## src/hdl/slot_free_list_allocator_top_macros.svh

```systemverilog
// ----------------------------------------------------------------------------
// slot free list allocator assertion macros
// shared concurrent assertion forms, clocked on clk, quiet in reset
// ----------------------------------------------------------------------------
`ifndef SLOT_FREE_LIST_ALLOCATOR_TOP_MACROS_SVH
`define SLOT_FREE_LIST_ALLOCATOR_TOP_MACROS_SVH

// same-cycle implication
`define SFLA_ASSERT_IMPL(lbl, ante, cons) \
  lbl: assert property (@(posedge clk) disable iff (!rst_n) (ante) |-> (cons)) \
    else $error("sfla assertion failed");

// next-cycle implication
`define SFLA_ASSERT_NEXT(lbl, ante, cons) \
  lbl: assert property (@(posedge clk) disable iff (!rst_n) (ante) |=> (cons)) \
    else $error("sfla assertion failed");

// delayed implication
`define SFLA_ASSERT_LAT2(lbl, ante, cons) \
  lbl: assert property (@(posedge clk) disable iff (!rst_n) (ante) |-> ##2 (cons)) \
    else $error("sfla assertion failed");

`endif

```

## src/hdl/sfla_pkg.sv

```systemverilog
// ----------------------------------------------------------------------------
// sfla_pkg
// types, codes and helpers shared by the slot free list allocator
// ----------------------------------------------------------------------------
package sfla_pkg;

  // field widths
  localparam int IDX_W    = 10;
  localparam int OFF_W    = 18;
  localparam int SIZE_W   = 9;
  localparam int COUNT_W  = 11;
  localparam int FRESH_W  = 11;
  localparam int APB_DW   = 32;
  localparam int CFG_AW   = 3;

  // reach of the index field and default stack depth
  localparam int INDEX_REACH   = 1024;
  localparam int MAX_SLOTS_DEF = 1024;

  // register reset values
  localparam logic [SIZE_W-1:0]  SLOT_BYTES_RST = SIZE_W'(64);
  localparam logic [COUNT_W-1:0] SLOT_COUNT_RST = COUNT_W'(1024);
  localparam logic [SIZE_W-1:0]  SLOT_BYTES_MAX = SIZE_W'(256);

  // register indexes
  localparam logic REG_SLOT_BYTES = 1'b0;
  localparam logic REG_SLOT_COUNT = 1'b1;

  // opcodes
  localparam logic OP_ALLOC = 1'b0;
  localparam logic OP_FREE  = 1'b1;

  typedef enum logic [1:0] {
    ST_OK         = 2'd0,
    ST_NO_SLOT    = 2'd1,
    ST_STACK_FULL = 2'd2
  } sfla_status_t;

  typedef struct packed {
    logic             opcode;
    logic [IDX_W-1:0] free_slot;
  } sfla_in_t;

  typedef struct packed {
    logic [IDX_W-1:0]  slot_index;
    logic [OFF_W-1:0]  byte_offset;
    logic [SIZE_W-1:0] slot_size;
    sfla_status_t      status;
  } sfla_out_t;

  typedef struct packed {
    logic [SIZE_W-1:0]  slot_bytes;
    logic [COUNT_W-1:0] slot_count;
  } sfla_cfg_t;

  // zero acts as one, anything above 256 acts as 256
  function automatic logic [SIZE_W-1:0] clamp_bytes(input logic [SIZE_W-1:0] b);
    logic [SIZE_W-1:0] r;
    r = b;
    if (b == '0) begin
      r = SIZE_W'(1);
    end else if (b > SLOT_BYTES_MAX) begin
      r = SLOT_BYTES_MAX;
    end
    return r;
  endfunction

endpackage

```

## src/hdl/sfla_cfg.sv

```systemverilog
// ----------------------------------------------------------------------------
// sfla_cfg
// apb register file holding slot size and slot count
// ----------------------------------------------------------------------------
module sfla_cfg
  import sfla_pkg::*;
(
  input  logic              clk,
  input  logic              rst_n,
  input  logic              psel,
  input  logic              penable,
  input  logic              pwrite,
  input  logic [CFG_AW-1:0] paddr,
  input  logic [APB_DW-1:0] pwdata,
  output logic [APB_DW-1:0] prdata,
  output logic              pready,
  output sfla_cfg_t         cfg
);

  logic [SIZE_W-1:0]  slot_bytes_r;
  logic [COUNT_W-1:0] slot_count_r;
  logic               wr_en;
  logic               reg_sel;

  // register index is the word address
  assign reg_sel = paddr[2];
  assign wr_en   = psel & penable & pwrite & pready;
  assign pready  = 1'b1;

  // register writes
  always_ff @(posedge clk) begin
    if (!rst_n) begin
      slot_bytes_r <= SLOT_BYTES_RST;
      slot_count_r <= SLOT_COUNT_RST;
    end else if (wr_en) begin
      if (reg_sel == REG_SLOT_BYTES) begin
        slot_bytes_r <= pwdata[SIZE_W-1:0];
      end else begin
        slot_count_r <= pwdata[COUNT_W-1:0];
      end
    end
  end

  // read mux
  always_comb begin
    if (reg_sel == REG_SLOT_COUNT) begin
      prdata = APB_DW'(slot_count_r);
    end else begin
      prdata = APB_DW'(slot_bytes_r);
    end
  end

  assign cfg.slot_bytes = slot_bytes_r;
  assign cfg.slot_count = slot_count_r;

endmodule

```

## config.mk

```make
export PLATFORM = sky130hd
export DESIGN_NAME = sfla_cfg
export DESIGN_NICKNAME = d
export VERILOG_FILES = /design/src/hdl/slot_free_list_allocator_top_macros.svh /design/src/hdl/sfla_pkg.sv /design/src/hdl/sfla_cfg.sv
export SDC_FILE = /design/constraint.sdc
export NUM_CORES = 1
export LEC_CHECK = 0
export BUFFER_PORTS_ARGS = -buffer_cell sky130_fd_sc_hd__buf_2
export CAP_MARGIN = 30
export CORE_MARGIN = 2
export CORE_UTILIZATION = 38
export DETAILED_ROUTE_END_ITERATION = 7
export GPL_TIMING_DRIVEN = 0
export PLACE_DENSITY_LB_ADDON = 0.2
export SLEW_MARGIN = 15
export SYNTH_ARGS = -nofsm -noshare
export SYNTH_HDL_FRONTEND = slang
export SYNTH_SLANG_ARGS = --single-unit
```

## constraint.sdc

```tcl
create_clock -name clk -period 1.02 [get_ports clk]
set_input_delay 0.204 -clock clk [delete_from_list [all_inputs] [get_ports clk]]
set_output_delay 0.204 -clock clk [all_outputs]
set_load 0.01 [all_outputs]
```

[Yosys cells after proc, flatten, opt, wreduce, memory -nomap -nowiden]
Cells that the tools add are included.
Word-level totals
  output and inout bits: 53
  input bits: 40
  bits in registers: 20
Operators by class
  reduce and logical (&&, ||, !) cells: 2
  bitwise logic cells: 3
  muxes and demuxes: 1
Operators with widths (number)
  11-bit two-way mux: 1
  2-bit AND reduction: 2
  1-bit bitwise AND: 2
  1-bit inverter: 1

[Logic depth before layout (Yosys ltp)]
  word-level depth: 3
  depth in mapped cells: 3
  mapped depth without buffers: 2

[Least setup slack after synthesis]
Ideal clock, no wire load.
  path type: input port to output port
  start point: input port paddr[2]
  end point: output port prdata[0]
  path buffers: 1
  path slack: 0.114 ns
  stages: 2
  arrival time: 0.702 ns
  path through: buf_4 -> mux2_2
On the way
  word-level cells in the longest chain between the ends: 1
Ends and longest elaborated chain
  start, declared: line sfla_cfg.sv:13  | input logic [CFG_AW-1:0] paddr,
  11-bit two-way mux: line sfla_cfg.sv:46  | if (reg_sel == REG_SLOT_COUNT) begin
  end, declared: line sfla_cfg.sv:15  | output logic [APB_DW-1:0] prdata,
No other way between the ends.

[Worst setup path after layout]
  start point: register slot_bytes_r[2]
  end point: output port prdata[2]
On the way
  word-level cells in the longest chain between the ends: 1
Ends and longest elaborated chain
  start, declared: line sfla_cfg.sv:20  | logic [SIZE_W-1:0] slot_bytes_r;
  start signal, assigned: line sfla_cfg.sv:37  | slot_bytes_r <= pwdata[SIZE_W-1:0];
  11-bit two-way mux: line sfla_cfg.sv:46
No other way between the ends.

==> flow_summary.ini <==
[routing]
ant_nets = 0
routed_wl_um = 3020
dr.pass1.iters = 4
routed-wl-met2_um = 1600
met1_length_um = 1170
routed_via_density = 4.39
vias = 1059
wl_per_cell_um = 12.5
route.met3.wl_um = 231
routed.top_layer = met4
drt_iter0_markers = 28
drc_errors = 0

[critical_path]
startpoint_type = flip-flop
crit_type = flip-flop to output pin
cp_slowest_stage_delay_ns = 0.35
critPathCaptureType = output pin
r2r_setup_slack_ns = 0.21
r2r-start = slot_bytes_r[8]
worst_path_max_delay_cell = dfxtp_2
cp.required_ns = 0.82
worstReg2RegEnd = slot_bytes_r[8]
arrival_ns = 1.03
path_cells = mux2_4 -> buf_6
reg2reg_depth = 4
crit_path_max_fanout = 2

[global_routing]
grt_pass1_vias = 970
gr-total-overflow = 0
grt_max_degree = 12
grt_pass1_wl_um = 4550
antenna_found_initial = 0
grt_usage_pct = 17.5

[timing]
maxSlewViolCount = 0
rsz0062_at_grt = yes
finalHoldViolations = 0
finalWorstSetupSlack_ns = -0.218
fin_crit_ns = 1.24
setup_viol = 26
fmax_mhz = 808
timing.final.crit_share_pct = 121
finalClockSkew_ns = 0

[yosys]
yosysTopAreaCell = dfxtp_1
synth_area_leaders = dfxtp_1 (37%), mux2i_1 (18%), buf_4 (16%), nand2_1 (9.7%), mux2_2 (9.3%)
yosys.area.top_type_share_pct = 36.9
syn_inst = 116
syn-cell-area_sq_um = 1090
syn_area_per_cell_sq_um = 9.36
synth-seq-cells = 20
synth_warnings = 0
ys_types = 13
ys_seq_area_share_pct = 36.9

[finish]
syn_to_final_growth_pct = 76.2
final_cell_mix = buf_6 (43), buf_4 (31), nand2_1 (28), buf_2 (24), conb_1 (22)
utilization_pct = 70.0
antennaDiodeCount = 0
layout_commonest_cell = buf_6
nFillCells = 217
final_cells = 241
final_area_sq_um = 1910
layout-drive-gt1-share_pct = 62.9
nets = 251

[min_path]
hold_path_class = input pin to flip-flop
min_from = pwdata[9]
min_to = slot_count_r[9]
holdPathStages = 3

[outcome]
outcome = finished, violations left
violations = setup timing

[floorplan]
dieArea_sq_um = 3300
start_util_pct = 39.7
die_x_um = 57.5
die_height_um = 57.5
row_count = 19
io-pin-count = 93
fp.coreArea_sq_um = 2730

[pwr]
p_clk_share_pct = 28.0
peakVddDrop_mv = 0.788
switching_share_pct = 25.8
combPwrFrac_pct = 23.0
p_switching_mw = 0.429
p_leak_nw = 1.04
p_int_mw = 1.23
power_density_nw_per_um2 = 867
seqPwrFrac_pct = 49.0

[cts]
cts_sinks = 20
htree_levels = 1
path_clk_slew_ns = 0.12
clk_latency_ns = 0.29
clockBufferDepth = 2
cts_tree = yes
cts_inserted_buffers = 3
cts_root_buf = clkbuf_4

[placement]
hpwl_um = 1910
gp_congestion = 0.723
portBuffers = 47
placed_area_sq_um = 1440
dp_cells = 214

[flow_run]
drv_cap = 0
[area by class of cell]
cell class | instances | area, sq um | area share (%)
clock buffers | 4 | 36.3 | 1.90
multi-input cells | 88 | 576 | 30.1
flip-flops and latches | 20 | 425 | 22.2
repair buffers | 70 | 623 | 32.6
plain buffers | 28 | 214 | 11.2
well taps | 31 | 38.8 | 2.03
[Yosys cell counts]
master	number
nand2_1	28
nand4_1	1
buf_4	23
mux2_2	9
nor2b_1	4
buf_6	2
and2_1	2
and4_1	1
conb_1	2
mux2i_1	20
buf_2	3
dfxtp_1	20
nand4b_1	1
[flip-flops by register name, indices dropped and copies added, names as in the netlist]
register,flops
slot_count_r,11
slot_bytes_r,9
[cells by family after synthesis]
logic type	share of synthesized area, %
muxes	27.8
and+or+nand+nor	15.3
other	0.692
DFF	36.9
buffers and inverters	19.4
[stage by stage]
step / total power, mW / TNS (ns) / hold WS, ns / worst slack [ns]
after floorplan: 1.03 / 0 / 0.346 / 0.114
after global placement: 1.11 / -1.39 / 0.450 / -0.186
after detailed placement: 1.11 / -1.41 / 0.462 / -0.181
after CTS: 1.63 / -2.84 / 0.134 / -0.215
after global routing: 1.73 / -3.52 / 0.144 / -0.250
final: 1.66 / -2.60 / 0.150 / -0.218
[worst max-delay path, delay by kind of cell, from the launching register on]
kind	cells	cell delay [ns]
buf+inv	1	0.12
mux	1	0.27
flops	1	0.35
[per-layer routing]
layer  global-route usage, %  vias up
li1                        -      525
met1                    21.4      487
met5                       0        -
met2                    32.5       45
met4                    3.99        0
met3                    2.27        2
[worst max-delay path by stage]
stage / start / to / slack (ns) / depth (start not counted)
after floorplan: paddr[2] / prdata[0] / 0.11 / 2
after global placement: paddr[2] / prdata[7] / -0.19 / 4
after detailed placement: paddr[2] / prdata[7] / -0.18 / 4
after CTS: slot_bytes_r[3] / prdata[3] / -0.22 / 2
after global routing: slot_count_r[8] / prdata[8] / -0.25 / 2
final: slot_bytes_r[2] / prdata[2] / -0.22 / 2
[power by group through the flow]
stage / logic, mW / registers (mW) / clock network [mW]
4_1_cts: 0.349 / 0.811 / 0.469
5_1_grt: 0.409 / 0.815 / 0.508
6_report: 0.381 / 0.813 / 0.464
3_5_place_dp: 0.287 / 0.828 / 0
3_3_place_gp: 0.284 / 0.827 / 0
2_1_floorplan: 0.194 / 0.835 / 0
[what timing repair did]
action | CTS | global route
resized for setup | 55 | 19
hold buffers | 0 | 0
endpoints found under the setup margin | 12 | 27
endpoints found under the hold margin | 0 | 0
setup buffers | 16 | 13
No activity file was read; power rests on OpenSTA's default activity.
